## config.mk

```make
export PLATFORM = sky130hd
export DESIGN_NAME = png_stored_stream_encoder_core
export DESIGN_NICKNAME = d
export VERILOG_FILES = /design/src/design/pngse_pkg.sv /design/src/design/pngse_front.sv /design/src/design/pngse_queue.sv /design/src/design/pngse_zlen.sv /design/src/design/pngse_back.sv /design/src/design/png_stored_stream_encoder_core.sv
export VERILOG_INCLUDE_DIRS = /design/src /design/src/design
export SDC_FILE = /design/constraint.sdc
export NUM_CORES = 2
export LEC_CHECK = 0
export BUFFER_PORTS_ARGS = -buffer_cell sky130_fd_sc_hd__buf_2
export CORE_MARGIN = 2
export CORE_UTILIZATION = 64
export DETAILED_ROUTE_END_ITERATION = 6
export PLACE_DENSITY_LB_ADDON = 0.2
export REMOVE_ABC_BUFFERS = 1
export SYNTH_ARGS = -nofsm -noshare
export SYNTH_HDL_FRONTEND = slang
export SYNTH_SLANG_ARGS = --single-unit
```

## constraint.sdc

```tcl
create_clock -name aclk -period 10.03 [get_ports aclk]
set_input_delay 1.003 -clock aclk [delete_from_list [all_inputs] [get_ports aclk]]
set_output_delay 1.003 -clock aclk [all_outputs]
set_load 0.02 [all_outputs]
```

## src/design/png_stored_stream_encoder_core_assert.svh

```systemverilog
// Assertion macros for the PNG stored-stream encoder core.
// Depends on nothing; taken in by the back part, which checks its own logic.
`ifndef PNG_STORED_STREAM_ENCODER_CORE_ASSERT_SVH
`define PNG_STORED_STREAM_ENCODER_CORE_ASSERT_SVH
`ifndef SYNTHESIS
`define PNGSE_ASSERT_IMPL(lbl, clk, rstn, ante, cons) \
    lbl: assert property (@(posedge clk) disable iff (!rstn) (ante) |-> (cons)) \
        else $error("pngse assertion failed");
`define PNGSE_ASSERT_NEVER(lbl, clk, rstn, cond) \
    lbl: assert property (@(posedge clk) disable iff (!rstn) !(cond)) \
        else $error("pngse assertion failed");
`else
`define PNGSE_ASSERT_IMPL(lbl, clk, rstn, ante, cons)
`define PNGSE_ASSERT_NEVER(lbl, clk, rstn, cond)
`endif
`endif

```

## src/design/pngse_pkg.sv

```systemverilog
// Shared types, constants and CRC helper for the PNG stored-stream encoder.
// Depends on nothing.
package pngse_pkg;

    localparam int SIDE_W = 15;
    localparam int RAW_W = 30;
    localparam int BB_W = 16;
    localparam int CFG_W = 14;
    localparam int QDEPTH = 4;
    localparam int DEF_BLOCK_BYTES = 65535;
    localparam int DEF_MAX_SIDE = 8192;

    localparam logic [31:0] CRC_POLY = 32'hEDB88320;
    localparam logic [16:0] ADLER_MOD = 17'd65521;
    localparam logic [31:0] TAG_IHDR = 32'h49484452;
    localparam logic [31:0] TAG_IDAT = 32'h49444154;
    localparam logic [31:0] TAG_IEND = 32'h49454E44;

    typedef enum logic {
        OP_START = 1'b0,
        OP_PIXEL = 1'b1
    } op_t;

    typedef struct packed {
        op_t               op;
        logic [SIDE_W-1:0] width;
        logic [SIDE_W-1:0] height;
        logic [7:0]        red;
        logic [7:0]        green;
        logic [7:0]        blue;
        logic              first_col;
        logic              last_pix;
    } item_t;

    typedef struct packed {
        logic             done;
        logic [RAW_W-1:0] raw;
        logic [31:0]      zlen;
    } zl_res_t;

    function automatic logic [31:0] crc8(input logic [31:0] crc, input logic [7:0] b);
        logic [31:0] c;
        c = crc ^ {24'd0, b};
        for (int k = 0; k < 8; k++) begin
            c = c[0] ? (CRC_POLY ^ (c >> 1)) : (c >> 1);
        end
        return c;
    endfunction

endpackage

```

## src/design/pngse_front.sv

```systemverilog
// Front part: accepts input transactions, tracks the frame position and
// classifies items for the queue. Depends on pngse_pkg.
module pngse_front #(
    parameter int MAX_SIDE = pngse_pkg::DEF_MAX_SIDE
) (
    input  logic                          aclk,
    input  logic                          aresetn,
    input  logic                          s_tvalid,
    output logic                          s_tready,
    input  logic [23:0]                   s_tdata,  // red, green, blue
    input  logic                          s_tuser,  // operation
    input  logic [pngse_pkg::CFG_W-1:0]   cfg_width,
    input  logic [pngse_pkg::CFG_W-1:0]   cfg_height,
    input  logic                          q_full,
    output logic                          q_push,
    output pngse_pkg::item_t              q_item
);
    import pngse_pkg::*;

    localparam logic [SIDE_W-1:0] SIDE_MAX = SIDE_W'(MAX_SIDE);

    logic              active_reg;
    logic [SIDE_W-1:0] col_reg;
    logic [SIDE_W-1:0] row_reg;
    logic [SIDE_W-1:0] latw_reg;
    logic [SIDE_W-1:0] lath_reg;
    logic              accept;
    logic              is_start;
    logic              col_wrap;
    logic              row_wrap;
    logic [SIDE_W-1:0] col_inc;
    logic [SIDE_W-1:0] row_inc;

    function automatic logic [SIDE_W-1:0] clamp_side(input logic [CFG_W-1:0] v);
        logic [SIDE_W-1:0] ext;
        ext = SIDE_W'(v);
        if (ext == '0) return SIDE_W'(1);
        if (ext > SIDE_MAX) return SIDE_MAX;
        return ext;
    endfunction

    assign s_tready = !q_full;
    assign accept   = s_tvalid && s_tready;
    assign is_start = (op_t'(s_tuser) == OP_START);
    assign col_inc  = col_reg + SIDE_W'(1);
    assign row_inc  = row_reg + SIDE_W'(1);
    assign col_wrap = (col_inc >= latw_reg);
    assign row_wrap = (row_inc >= lath_reg);
    assign q_push   = accept && (is_start || active_reg);

    always_comb begin
        q_item.op        = op_t'(s_tuser);
        q_item.width     = clamp_side(cfg_width);
        q_item.height    = clamp_side(cfg_height);
        q_item.red       = s_tdata[7:0];
        q_item.green     = s_tdata[15:8];
        q_item.blue      = s_tdata[23:16];
        q_item.first_col = (col_reg == '0);
        q_item.last_pix  = col_wrap && row_wrap;
    end

    always_ff @(posedge aclk) begin
        if (!aresetn) begin
            active_reg <= 1'b0;
            col_reg    <= '0;
            row_reg    <= '0;
            latw_reg   <= SIDE_W'(1);
            lath_reg   <= SIDE_W'(1);
        end else if (accept) begin
            if (is_start) begin
                active_reg <= 1'b1;
                col_reg    <= '0;
                row_reg    <= '0;
                latw_reg   <= clamp_side(cfg_width);
                lath_reg   <= clamp_side(cfg_height);
            end else if (active_reg) begin
                if (col_wrap) begin
                    col_reg <= '0;
                    if (row_wrap) begin
                        row_reg    <= '0;
                        active_reg <= 1'b0;
                    end else begin
                        row_reg <= row_inc;
                    end
                end else begin
                    col_reg <= col_inc;
                end
            end
        end
    end

endmodule

```

## src/design/pngse_queue.sv

```systemverilog
// Short queue of classified items between the front and back parts.
// Depends on pngse_pkg.
module pngse_queue (
    input  logic             aclk,
    input  logic             aresetn,
    input  logic             push,
    input  pngse_pkg::item_t push_item,
    output logic             full,
    input  logic             pop,
    output logic             not_empty,
    output pngse_pkg::item_t head
);
    import pngse_pkg::*;

    localparam int PTR_W = $clog2(QDEPTH);
    localparam int CNT_W = $clog2(QDEPTH + 1);

    item_t            slot_reg [QDEPTH];
    logic [PTR_W-1:0] wr_reg;
    logic [PTR_W-1:0] rd_reg;
    logic [CNT_W-1:0] cnt_reg;

    assign full      = (cnt_reg == CNT_W'(QDEPTH));
    assign not_empty = (cnt_reg != '0);
    assign head      = slot_reg[rd_reg];

    always_ff @(posedge aclk) begin
        if (push) begin
            slot_reg[wr_reg] <= push_item;
        end
    end

    always_ff @(posedge aclk) begin
        if (!aresetn) begin
            wr_reg  <= '0;
            rd_reg  <= '0;
            cnt_reg <= '0;
        end else begin
            if (push) wr_reg <= wr_reg + PTR_W'(1);
            if (pop) rd_reg <= rd_reg + PTR_W'(1);
            if (push && !pop) cnt_reg <= cnt_reg + CNT_W'(1);
            else if (pop && !push) cnt_reg <= cnt_reg - CNT_W'(1);
        end
    end

endmodule

```

## src/design/pngse_zlen.sv

```systemverilog
// Frame size unit: raw byte count by one multiply, stored block count by a
// reciprocal multiply, then the IDAT length. Depends on pngse_pkg.
module pngse_zlen #(
    parameter int BLOCK_BYTES = pngse_pkg::DEF_BLOCK_BYTES
) (
    input  logic                         aclk,
    input  logic                         aresetn,
    input  logic                         start,
    input  logic [pngse_pkg::SIDE_W-1:0] width,
    input  logic [pngse_pkg::SIDE_W-1:0] height,
    output pngse_pkg::zl_res_t           res
);
    import pngse_pkg::*;

    localparam int DIV_N  = RAW_W + 1;
    localparam int DIV_L  = $clog2(BLOCK_BYTES);
    localparam int DIV_S  = DIV_N + DIV_L;
    localparam int PROD_W = 2 * DIV_N + 1;
    localparam logic [63:0] DIV_M64 =
        ((64'd1 << DIV_S) + 64'(BLOCK_BYTES) - 64'd1) / 64'(BLOCK_BYTES);
    localparam logic [DIV_N:0]   RECIP = DIV_M64[DIV_N:0];
    localparam logic [DIV_N-1:0] BB_M1 = DIV_N'(BLOCK_BYTES - 1);

    typedef enum logic [1:0] {Z_IDLE, Z_MUL, Z_DIV, Z_SUM} zstate_t;

    zstate_t           state_reg;
    logic              done_reg;
    logic [SIDE_W-1:0] w_reg;
    logic [SIDE_W-1:0] h_reg;
    logic [RAW_W-1:0]  raw_reg;
    logic [RAW_W-1:0]  quo_reg;
    logic [31:0]       zlen_reg;
    logic [SIDE_W+1:0] row_bytes;
    logic [DIV_N-1:0]  div_in;
    logic [PROD_W-1:0] prod;

    assign row_bytes = {2'b00, w_reg} + {1'b0, w_reg, 1'b0} + (SIDE_W + 2)'(1);
    assign div_in    = {1'b0, raw_reg} + BB_M1;
    assign prod      = PROD_W'(div_in) * PROD_W'(RECIP);

    assign res.done = done_reg;
    assign res.raw  = raw_reg;
    assign res.zlen = zlen_reg;

    always_ff @(posedge aclk) begin
        if (!aresetn) begin
            state_reg <= Z_IDLE;
            done_reg  <= 1'b0;
        end else if (start) begin
            state_reg <= Z_MUL;
            done_reg  <= 1'b0;
            w_reg     <= width;
            h_reg     <= height;
        end else begin
            unique case (state_reg)
                Z_IDLE: ;
                Z_MUL: begin
                    raw_reg   <= RAW_W'(32'(h_reg) * 32'(row_bytes));
                    state_reg <= Z_DIV;
                end
                Z_DIV: begin
                    quo_reg   <= RAW_W'(prod >> DIV_S);
                    state_reg <= Z_SUM;
                end
                Z_SUM: begin
                    zlen_reg  <= 32'd6 + 32'(raw_reg) + {quo_reg, 2'b00} + 32'(quo_reg);
                    done_reg  <= 1'b1;
                    state_reg <= Z_IDLE;
                end
                default: state_reg <= Z_IDLE;
            endcase
        end
    end

endmodule

```

## src/design/pngse_back.sv

```systemverilog
// Back part: sequences the PNG bytes of each queued item, keeps the chunk
// CRC-32, the Adler-32 and stored block fill, drives the result register.
// Depends on pngse_pkg and the assertion header.
`include "png_stored_stream_encoder_core_assert.svh"
module pngse_back #(
    parameter int BLOCK_BYTES = pngse_pkg::DEF_BLOCK_BYTES
) (
    input  logic               aclk,
    input  logic               aresetn,
    input  logic               q_valid,
    input  pngse_pkg::item_t   q_item,
    output logic               q_pop,
    output logic               zl_start,
    input  pngse_pkg::zl_res_t zl_res,
    output logic               m_tvalid,
    input  logic               m_tready,
    output logic [7:0]         m_tdata,  // out_byte
    output logic               m_tlast,  // last_of_run
    output logic               m_tuser   // file_end
);
    import pngse_pkg::*;

    localparam logic [BB_W-1:0]  BB     = BB_W'(BLOCK_BYTES);
    localparam logic [RAW_W-1:0] BB_RAW = RAW_W'(BLOCK_BYTES);
    localparam logic [2:0]       HK_DONE = 3'd5;
    localparam logic [5:0]       ST_LAST = 6'd42;
    localparam logic [5:0]       TL_LAST = 6'd19;

    typedef enum logic [1:0] {B_IDLE, B_START, B_RAW, B_TAIL} state_t;

    state_t           state_reg;
    logic [5:0]       step_reg;
    logic [1:0]       ri_reg;
    logic [2:0]       hk_reg;
    item_t            cur_reg;
    logic [31:0]      crc_reg;
    logic [15:0]      alo_reg;
    logic [15:0]      ahi_reg;
    logic [BB_W-1:0]  fill_reg;
    logic [RAW_W-1:0] rem_reg;
    logic             out_valid_reg;
    logic [7:0]       out_data_reg;
    logic             out_last_reg;
    logic             out_end_reg;

    logic             out_free;
    logic             em_valid;
    logic [7:0]       em_byte;
    logic             em_crc;
    logic             em_tag;
    logic             em_last;
    logic             em_end;
    logic             em_raw;
    logic             em_hdr;
    logic             fire;
    logic             entry_done;
    logic             load;
    logic [5:0]       sub1;
    logic [BB_W-1:0]  blk_len;
    logic [BB_W-1:0]  blk_nlen;
    logic [7:0]       raw_byte;
    logic [31:0]      crc_base;
    logic [16:0]      lo_sum;
    logic [16:0]      lo_mod;
    logic [16:0]      hi_sum;
    logic [16:0]      hi_mod;
    logic [BB_W-1:0]  fill_inc;

    function automatic logic [7:0] be_byte(input logic [31:0] x, input logic [1:0] i);
        case (i)
            2'd0:    return x[31:24];
            2'd1:    return x[23:16];
            2'd2:    return x[15:8];
            default: return x[7:0];
        endcase
    endfunction

    function automatic logic [7:0] sig_byte(input logic [2:0] i);
        case (i)
            3'd0:    return 8'h89;
            3'd1:    return 8'h50;
            3'd2:    return 8'h4E;
            3'd3:    return 8'h47;
            3'd4:    return 8'h0D;
            3'd5:    return 8'h0A;
            3'd6:    return 8'h1A;
            default: return 8'h0A;
        endcase
    endfunction

    assign out_free = !out_valid_reg || m_tready;
    assign sub1     = step_reg - 6'd1;
    assign blk_len  = (rem_reg < BB_RAW) ? rem_reg[BB_W-1:0] : BB;
    assign blk_nlen = ~blk_len;

    always_comb begin
        case (ri_reg)
            2'd0:    raw_byte = 8'd0;
            2'd1:    raw_byte = cur_reg.red;
            2'd2:    raw_byte = cur_reg.green;
            default: raw_byte = cur_reg.blue;
        endcase
    end

    always_comb begin
        em_valid = 1'b0;
        em_byte  = 8'd0;
        em_crc   = 1'b0;
        em_tag   = 1'b0;
        em_last  = 1'b0;
        em_end   = 1'b0;
        em_raw   = 1'b0;
        em_hdr   = 1'b0;
        unique case (state_reg)
            B_IDLE: ;
            B_START: begin
                em_valid = 1'b1;
                case (step_reg) inside
                    [6'd0:6'd7]:   em_byte = sig_byte(step_reg[2:0]);
                    [6'd8:6'd11]:  em_byte = be_byte(32'd13, step_reg[1:0]);
                    [6'd12:6'd15]: begin
                        em_byte = be_byte(TAG_IHDR, step_reg[1:0]);
                        em_crc  = 1'b1;
                        em_tag  = (step_reg == 6'd12);
                    end
                    [6'd16:6'd19]: begin
                        em_byte = be_byte(32'(cur_reg.width), step_reg[1:0]);
                        em_crc  = 1'b1;
                    end
                    [6'd20:6'd23]: begin
                        em_byte = be_byte(32'(cur_reg.height), step_reg[1:0]);
                        em_crc  = 1'b1;
                    end
                    6'd24: begin
                        em_byte = 8'd8;
                        em_crc  = 1'b1;
                    end
                    6'd25: begin
                        em_byte = 8'd2;
                        em_crc  = 1'b1;
                    end
                    [6'd26:6'd28]: em_crc = 1'b1;
                    [6'd29:6'd32]: em_byte = be_byte(~crc_reg, sub1[1:0]);
                    [6'd33:6'd36]: begin
                        em_byte  = be_byte(zl_res.zlen, sub1[1:0]);
                        em_valid = zl_res.done;
                    end
                    [6'd37:6'd40]: begin
                        em_byte = be_byte(TAG_IDAT, sub1[1:0]);
                        em_crc  = 1'b1;
                        em_tag  = (step_reg == 6'd37);
                    end
                    6'd41: begin
                        em_byte = 8'h78;
                        em_crc  = 1'b1;
                    end
                    6'd42: begin
                        em_byte  = 8'h01;
                        em_crc   = 1'b1;
                        em_last  = 1'b1;
                        em_valid = zl_res.done;
                    end
                    default: em_valid = 1'b0;
                endcase
            end
            B_RAW: begin
                em_valid = 1'b1;
                em_crc   = 1'b1;
                if (fill_reg == '0 && hk_reg != HK_DONE) begin
                    em_hdr = 1'b1;
                    case (hk_reg)
                        3'd0:    em_byte = {7'd0, (rem_reg <= BB_RAW)};
                        3'd1:    em_byte = blk_len[7:0];
                        3'd2:    em_byte = blk_len[15:8];
                        3'd3:    em_byte = blk_nlen[7:0];
                        default: em_byte = blk_nlen[15:8];
                    endcase
                end else begin
                    em_raw  = 1'b1;
                    em_byte = raw_byte;
                    em_last = (ri_reg == 2'd3) && !cur_reg.last_pix;
                end
            end
            B_TAIL: begin
                em_valid = 1'b1;
                case (step_reg) inside
                    [6'd0:6'd3]: begin
                        em_byte = be_byte({ahi_reg, alo_reg}, step_reg[1:0]);
                        em_crc  = 1'b1;
                    end
                    [6'd4:6'd7]:   em_byte = be_byte(~crc_reg, step_reg[1:0]);
                    [6'd8:6'd11]:  em_byte = 8'd0;
                    [6'd12:6'd15]: begin
                        em_byte = be_byte(TAG_IEND, step_reg[1:0]);
                        em_crc  = 1'b1;
                        em_tag  = (step_reg == 6'd12);
                    end
                    [6'd16:6'd19]: begin
                        em_byte = be_byte(~crc_reg, step_reg[1:0]);
                        em_last = (step_reg == TL_LAST);
                        em_end  = (step_reg == TL_LAST);
                    end
                    default: em_valid = 1'b0;
                endcase
            end
            default: ;
        endcase
    end

    assign fire = em_valid && out_free;
    assign entry_done = fire && (
        (state_reg == B_START && step_reg == ST_LAST) ||
        (state_reg == B_TAIL && step_reg == TL_LAST) ||
        (state_reg == B_RAW && em_raw && ri_reg == 2'd3 && !cur_reg.last_pix));
    assign load     = q_valid && (state_reg == B_IDLE || entry_done);
    assign q_pop    = load;
    assign zl_start = load && (q_item.op == OP_START);

    assign crc_base = em_tag ? 32'hFFFFFFFF : crc_reg;
    assign lo_sum   = {1'b0, alo_reg} + {9'd0, em_byte};
    assign lo_mod   = (lo_sum >= ADLER_MOD) ? (lo_sum - ADLER_MOD) : lo_sum;
    assign hi_sum   = {1'b0, ahi_reg} + lo_mod;
    assign hi_mod   = (hi_sum >= ADLER_MOD) ? (hi_sum - ADLER_MOD) : hi_sum;
    assign fill_inc = fill_reg + BB_W'(1);

    always_ff @(posedge aclk) begin
        if (!aresetn) begin
            state_reg     <= B_IDLE;
            step_reg      <= '0;
            ri_reg        <= '0;
            hk_reg        <= '0;
            crc_reg       <= 32'hFFFFFFFF;
            alo_reg       <= 16'd1;
            ahi_reg       <= 16'd0;
            fill_reg      <= '0;
            rem_reg       <= '0;
            out_valid_reg <= 1'b0;
        end else begin
            if (out_free) out_valid_reg <= em_valid;
            if (fire) begin
                out_data_reg <= em_byte;
                out_last_reg <= em_last;
                out_end_reg  <= em_end;
                if (em_crc) crc_reg <= crc8(crc_base, em_byte);
                step_reg <= step_reg + 6'd1;
                if (em_hdr) hk_reg <= hk_reg + 3'd1;
                if (em_raw) begin
                    alo_reg  <= lo_mod[15:0];
                    ahi_reg  <= hi_mod[15:0];
                    fill_reg <= (fill_inc == BB) ? '0 : fill_inc;
                    if (rem_reg != '0) rem_reg <= rem_reg - RAW_W'(1);
                    ri_reg <= ri_reg + 2'd1;
                    hk_reg <= '0;
                    if (ri_reg == 2'd3 && cur_reg.last_pix) begin
                        state_reg <= B_TAIL;
                        step_reg  <= '0;
                    end
                end
                if (state_reg == B_START && step_reg == ST_LAST) begin
                    alo_reg  <= 16'd1;
                    ahi_reg  <= 16'd0;
                    fill_reg <= '0;
                    rem_reg  <= zl_res.raw;
                end
                if (state_reg == B_TAIL && step_reg == TL_LAST) begin
                    alo_reg  <= 16'd1;
                    ahi_reg  <= 16'd0;
                    fill_reg <= '0;
                    rem_reg  <= '0;
                end
                if (entry_done) state_reg <= B_IDLE;
            end
            if (load) begin
                cur_reg  <= q_item;
                step_reg <= '0;
                hk_reg   <= '0;
                ri_reg   <= q_item.first_col ? 2'd0 : 2'd1;
                state_reg <= (q_item.op == OP_START) ? B_START : B_RAW;
            end
        end
    end

    assign m_tvalid = out_valid_reg;
    assign m_tdata  = out_data_reg;
    assign m_tlast  = out_last_reg;
    assign m_tuser  = out_end_reg;

    `PNGSE_ASSERT_IMPL(a_end_is_last, aclk, aresetn, out_valid_reg && out_end_reg, out_last_reg)
    `PNGSE_ASSERT_IMPL(a_raw_ready, aclk, aresetn, fire && state_reg == B_START && step_reg == ST_LAST, zl_res.done)
    `PNGSE_ASSERT_NEVER(a_adler_range, aclk, aresetn, alo_reg >= 16'd65521 || ahi_reg >= 16'd65521)
    `PNGSE_ASSERT_NEVER(a_hdr_count, aclk, aresetn, hk_reg > HK_DONE)

endmodule

```

## src/design/png_stored_stream_encoder_core.sv

```systemverilog
// Top level of the PNG stored-stream encoder: APB frame size registers,
// front, queue, size unit and back part. Depends on pngse_pkg and submodules.
//
// One result byte leaves per clock while m_tready is high and the back part has a
// byte ready (a queued item, and the IDAT length once a start item needs it).
// Bytes per item: a start item 43, a pixel 3, plus 1 at the start of a row and
// 5 before each stored block, and the last pixel a further 20. The byte sequencer
// in the back part and its single result register set this pace; the queue lets
// the next items in meanwhile. The IDAT length comes from one multiply and a
// reciprocal multiply for the block count, ready well before the start item's
// 34th byte needs it.
module png_stored_stream_encoder_core #(
    parameter int BLOCK_BYTES = pngse_pkg::DEF_BLOCK_BYTES,
    parameter int MAX_SIDE    = pngse_pkg::DEF_MAX_SIDE
) (
    input  logic        aclk,
    input  logic        aresetn,
    input  logic        s_tvalid,
    output logic        s_tready,
    input  logic [23:0] s_tdata,   // red, green, blue
    input  logic        s_tuser,   // operation
    output logic        m_tvalid,
    input  logic        m_tready,
    output logic [7:0]  m_tdata,   // out_byte
    output logic        m_tlast,   // last_of_run
    output logic        m_tuser,   // file_end
    input  logic        psel,
    input  logic        penable,
    input  logic        pwrite,
    input  logic [2:0]  paddr,
    input  logic [31:0] pwdata,
    output logic [31:0] prdata,
    output logic        pready
);
    import pngse_pkg::*;

    localparam logic REG_WIDTH  = 1'b0;
    localparam logic REG_HEIGHT = 1'b1;

    logic [CFG_W-1:0] fw_reg;
    logic [CFG_W-1:0] fh_reg;
    logic             cfg_wr;
    logic             q_full;
    logic             q_push;
    item_t            push_item;
    logic             q_pop;
    logic             q_valid;
    item_t            head;
    logic             zl_start;
    zl_res_t          zl_res;

    assign pready = 1'b1;
    assign cfg_wr = psel && penable && pwrite && pready;
    assign prdata = (paddr[2] == REG_HEIGHT) ? 32'(fh_reg) : 32'(fw_reg);

    always_ff @(posedge aclk) begin
        if (!aresetn) begin
            fw_reg <= CFG_W'(1);
            fh_reg <= CFG_W'(1);
        end else if (cfg_wr) begin
            if (paddr[2] == REG_WIDTH) fw_reg <= pwdata[CFG_W-1:0];
            else fh_reg <= pwdata[CFG_W-1:0];
        end
    end

    pngse_front #(.MAX_SIDE(MAX_SIDE)) u_front (
        .aclk       (aclk),
        .aresetn    (aresetn),
        .s_tvalid   (s_tvalid),
        .s_tready   (s_tready),
        .s_tdata    (s_tdata),
        .s_tuser    (s_tuser),
        .cfg_width  (fw_reg),
        .cfg_height (fh_reg),
        .q_full     (q_full),
        .q_push     (q_push),
        .q_item     (push_item)
    );

    pngse_queue u_queue (
        .aclk      (aclk),
        .aresetn   (aresetn),
        .push      (q_push),
        .push_item (push_item),
        .full      (q_full),
        .pop       (q_pop),
        .not_empty (q_valid),
        .head      (head)
    );

    pngse_zlen #(.BLOCK_BYTES(BLOCK_BYTES)) u_zlen (
        .aclk    (aclk),
        .aresetn (aresetn),
        .start   (zl_start),
        .width   (head.width),
        .height  (head.height),
        .res     (zl_res)
    );

    pngse_back #(.BLOCK_BYTES(BLOCK_BYTES)) u_back (
        .aclk     (aclk),
        .aresetn  (aresetn),
        .q_valid  (q_valid),
        .q_item   (head),
        .q_pop    (q_pop),
        .zl_start (zl_start),
        .zl_res   (zl_res),
        .m_tvalid (m_tvalid),
        .m_tready (m_tready),
        .m_tdata  (m_tdata),
        .m_tlast  (m_tlast),
        .m_tuser  (m_tuser)
    );

endmodule

```

==> results.json <==
{
  "status": "finished with violations",
  "violations": "DRC",
  "synth_edf_count": 389,
  "synth.largest_area_cell": "edfxtp_1",
  "synth_async_sr_flop_share_pct": 0,
  "vias": 32341,
  "slew_viol_final": 0,
  "drc": 2,
  "rows": 94,
  "setup-violations-final": 0,
  "grt_overflow": 0,
  "initial_utilization_pct": 65.0,
  "die_area_um2": 69200,
  "use_met1_pct": 42.9,
  "die_w_um": 263,
  "cp_top_family": "compound AO/OA/AOI/OAI gates",
  "synth.top_cells.by_area": "edfxtp_1 27%, ha_1 11%, dfxtp_1 10%, fa_1 8.7%, nand2_1 4.0%",
  "synth.most_common_cell": "nand2_1",
  "synthFlopType": "edfxtp_1",
  "hold_class": "reg2reg",
  "worstSetupPathDepth": 32,
  "io_pins": 112,
  "worstPathArrival_ps": 9920,
  "cp-start-kind": "flip-flop",
  "placed_cells": 5086,
  "fmax_ghz": 0.106,
  "worstSetupEndpointType": "flip-flop",
  "crit_required_ps": 10500,
  "fin_skew_ps": 25.1,
  "dp_slack_ps": 272,
  "synth_area_um2": 43000,
  "critPathMostFrequentCell": "o21ai_0",
  "critPathMaxFanout": 32,
  "grtUsageMet2_pct": 50.6,
  "place_area_um2": 44200,
  "grt_pass1_wl_um": 171000,
  "final.period_utilization_pct": 94.1,
  "cts.htree.levels": 3,
  "cap_violations": 0,
  "hold_path_depth": 2,
  "fin_area_um2": 46500,
  "gp_congestion": 0.983,
  "track_usage_pct": 30.9,
  "fin_cells": 5210,
  "cp_slowest_stage_delay_ps": 660,
  "cp.buffers_inverters": 4,
  "relSlewSlack_pct": 19.4,
  "yosysTopAreaCellShare_pct": 27.2,
  "clkTransAtPathRegs_ps": 60,
  "viasPerCell": 6.21,
  "cts_tree": "built",
  "syn_to_final_growth_pct": 8.34,
  "syn-instance-count": 4275,
  "crit_type": "reg2reg",
  "routed_wl_um": 107000,
  "tightestPinTransition_ps": 1210,
  "drtAntennaViolNets": 0,
  "largest_reg_flops": 220,
  "nets": 4907,
  "synth_seq_cells": 612,
  "dr.pass1.iters": 7,
  "slowest_stage": "or4b_4",
  "ys_seq_area_share_pct": 37.6,
  "hold_buffers": 0,
  "clock_latency_ps": 620,
  "grt_util_met3_pct": 4.42,
  "port_buffers": 72,
  "syn_area_per_cell_um2": 10.0,
  "drt_iter0_drc": 3352,
  "ys_types": 105,
  "grt-busiest-layer": "met2",
  "core_um2": 66100,
  "tns_ps": 0,
  "wl_per_cell_um": 20.5,
  "synth_common_cells": "454 x nand2_1, 389 x edfxtp_1, 363 x ha_1",
  "setup_slack_ps": 588,
  "die_h_um": 263,
  "cts.sinks": 612,
  "first_global_vias": 31555,
  "fillers": 4886,
  "clock-root-buffer": "clkbuf_16",
  "antenna_found_initial": 0,
  "reg2reg_depth": 32,
  "cts_made_buffers": 67,
  "drive_gt1_share_pct": 9.76,
  "dp_hpwl_um": 77500,
  "hold_viol_final": 0,
  "ys_warn_count": 0,
  "min_period_ps": 9440,
  "grt_max_degree": 55,
  "clockBufferDepth": 3,
  "rsz0062_at_grt": "false"
}
timing repair:
action	in CTS	in global routing
gates resized for setup	0	16
hold endpoints to repair	0	0
setup buffers	0	0
setup endpoints to repair	0	16
cells in the final DEF, fill, tap and decap left out, drive strengths merged, types with 16 or more instances in the layout:
master	netlist	routed
or2	20	20
o21bai	19	19
dfxtp	223	223
conb	2	21
nand4	43	43
o21ai	158	158
xor2	108	108
clkbuf	172	87
and2	150	150
nor3	70	70
xnor2	174	174
or3	32	32
a22oi	21	21
inv	351	356
nand2	454	454
a222oi	16	16
nand3	83	83
and3	33	33
nor4	37	37
nor2	268	268
nand2b	31	31
a31oi	22	22
o21a	30	30
a21oi	236	236
a21o	56	56
edfxtp	389	389
mux4	55	55
ha	363	363
o22ai	16	16
nor2b	83	83
fa	186	186
o211ai	43	43
a211oi	23	23
a2111oi	19	19
mux2	17	17
clkinv	3	22
buf	55	155
routing by layer:
layer	up-vias	share of wire (%)
met3	224	7.3
met2	1299	47
met1	15760	43
li1	15058	-
met5	-	0
met4	0	3.0
kinds of logic (layout without fill, tap and decap cells):
logic type | count (synthesis) | after routing | share of synthesized area [%]
AND/OR/NAND/NOR | 1359 | 1359 | 15.5
XOR/XNOR | 284 | 284 | 6.33
AO/OA/AOI/OAI | 807 | 807 | 12.5
adder cells (fa/ha/maj) | 549 | 549 | 19.2
buffers and inverters | 581 | 632 | 5.33
flip-flops | 612 | 612 | 37.6
other | 2 | 22 | 0.0175
multiplexers | 81 | 81 | 3.54
stage by stage:
| step | utilization, % | hold slack (ps) |
|---|---|---|
| 2_1_floorplan | - | 421 |
| 3_3_place_gp | 66.9 | 435 |
| 3_5_place_dp | 66.9 | 434 |
| 4_1_cts | 70.3 | 456 |
| 5_1_grt | 70.4 | 461 |
| 6_report | 70.4 | 455 |
final cells by class:
cell class | instances | area, um2 | share of cell area, %
diodes | 1 | 2.50 | 0.00538
inverters | 354 | 1340 | 2.88
multi-input cells | 3101 | 24700 | 53.1
repair buffers | 155 | 1000 | 2.15
flip-flops and latches | 612 | 16200 | 34.7
clock inverters | 36 | 427 | 0.917
clock buffers | 87 | 1830 | 3.94
well taps | 864 | 1080 | 2.32
final timing paths:
path / startpoint / end / slack (ps)
worst max-delay path: u_back.step_reg[1] / u_back.ahi_reg[10] / 590
worst min-delay path: u_front.lath_reg[13] / u_front.lath_reg[13] / 460
worst max register to register: u_back.step_reg[1] / u_back.ahi_reg[10] / 590
worst min register to register: u_front.lath_reg[13] / u_front.lath_reg[13] / 460
worst register-to-register path: cells and delay by family, from the launching register on:
kind	cells	cell delay (ps)
AO/OA/AOI/OAI	16	3680
AND/OR/NAND/NOR	5	2160
adder cells (fa/ha/maj)	3	1110
buffers and inverters	4	850
XOR/XNOR	3	720
flip-flops	1	430
multiplexers	1	380
Power is not shown: default switching activity piles up to over one toggle a cycle in this logic, so the estimate is an artifact.
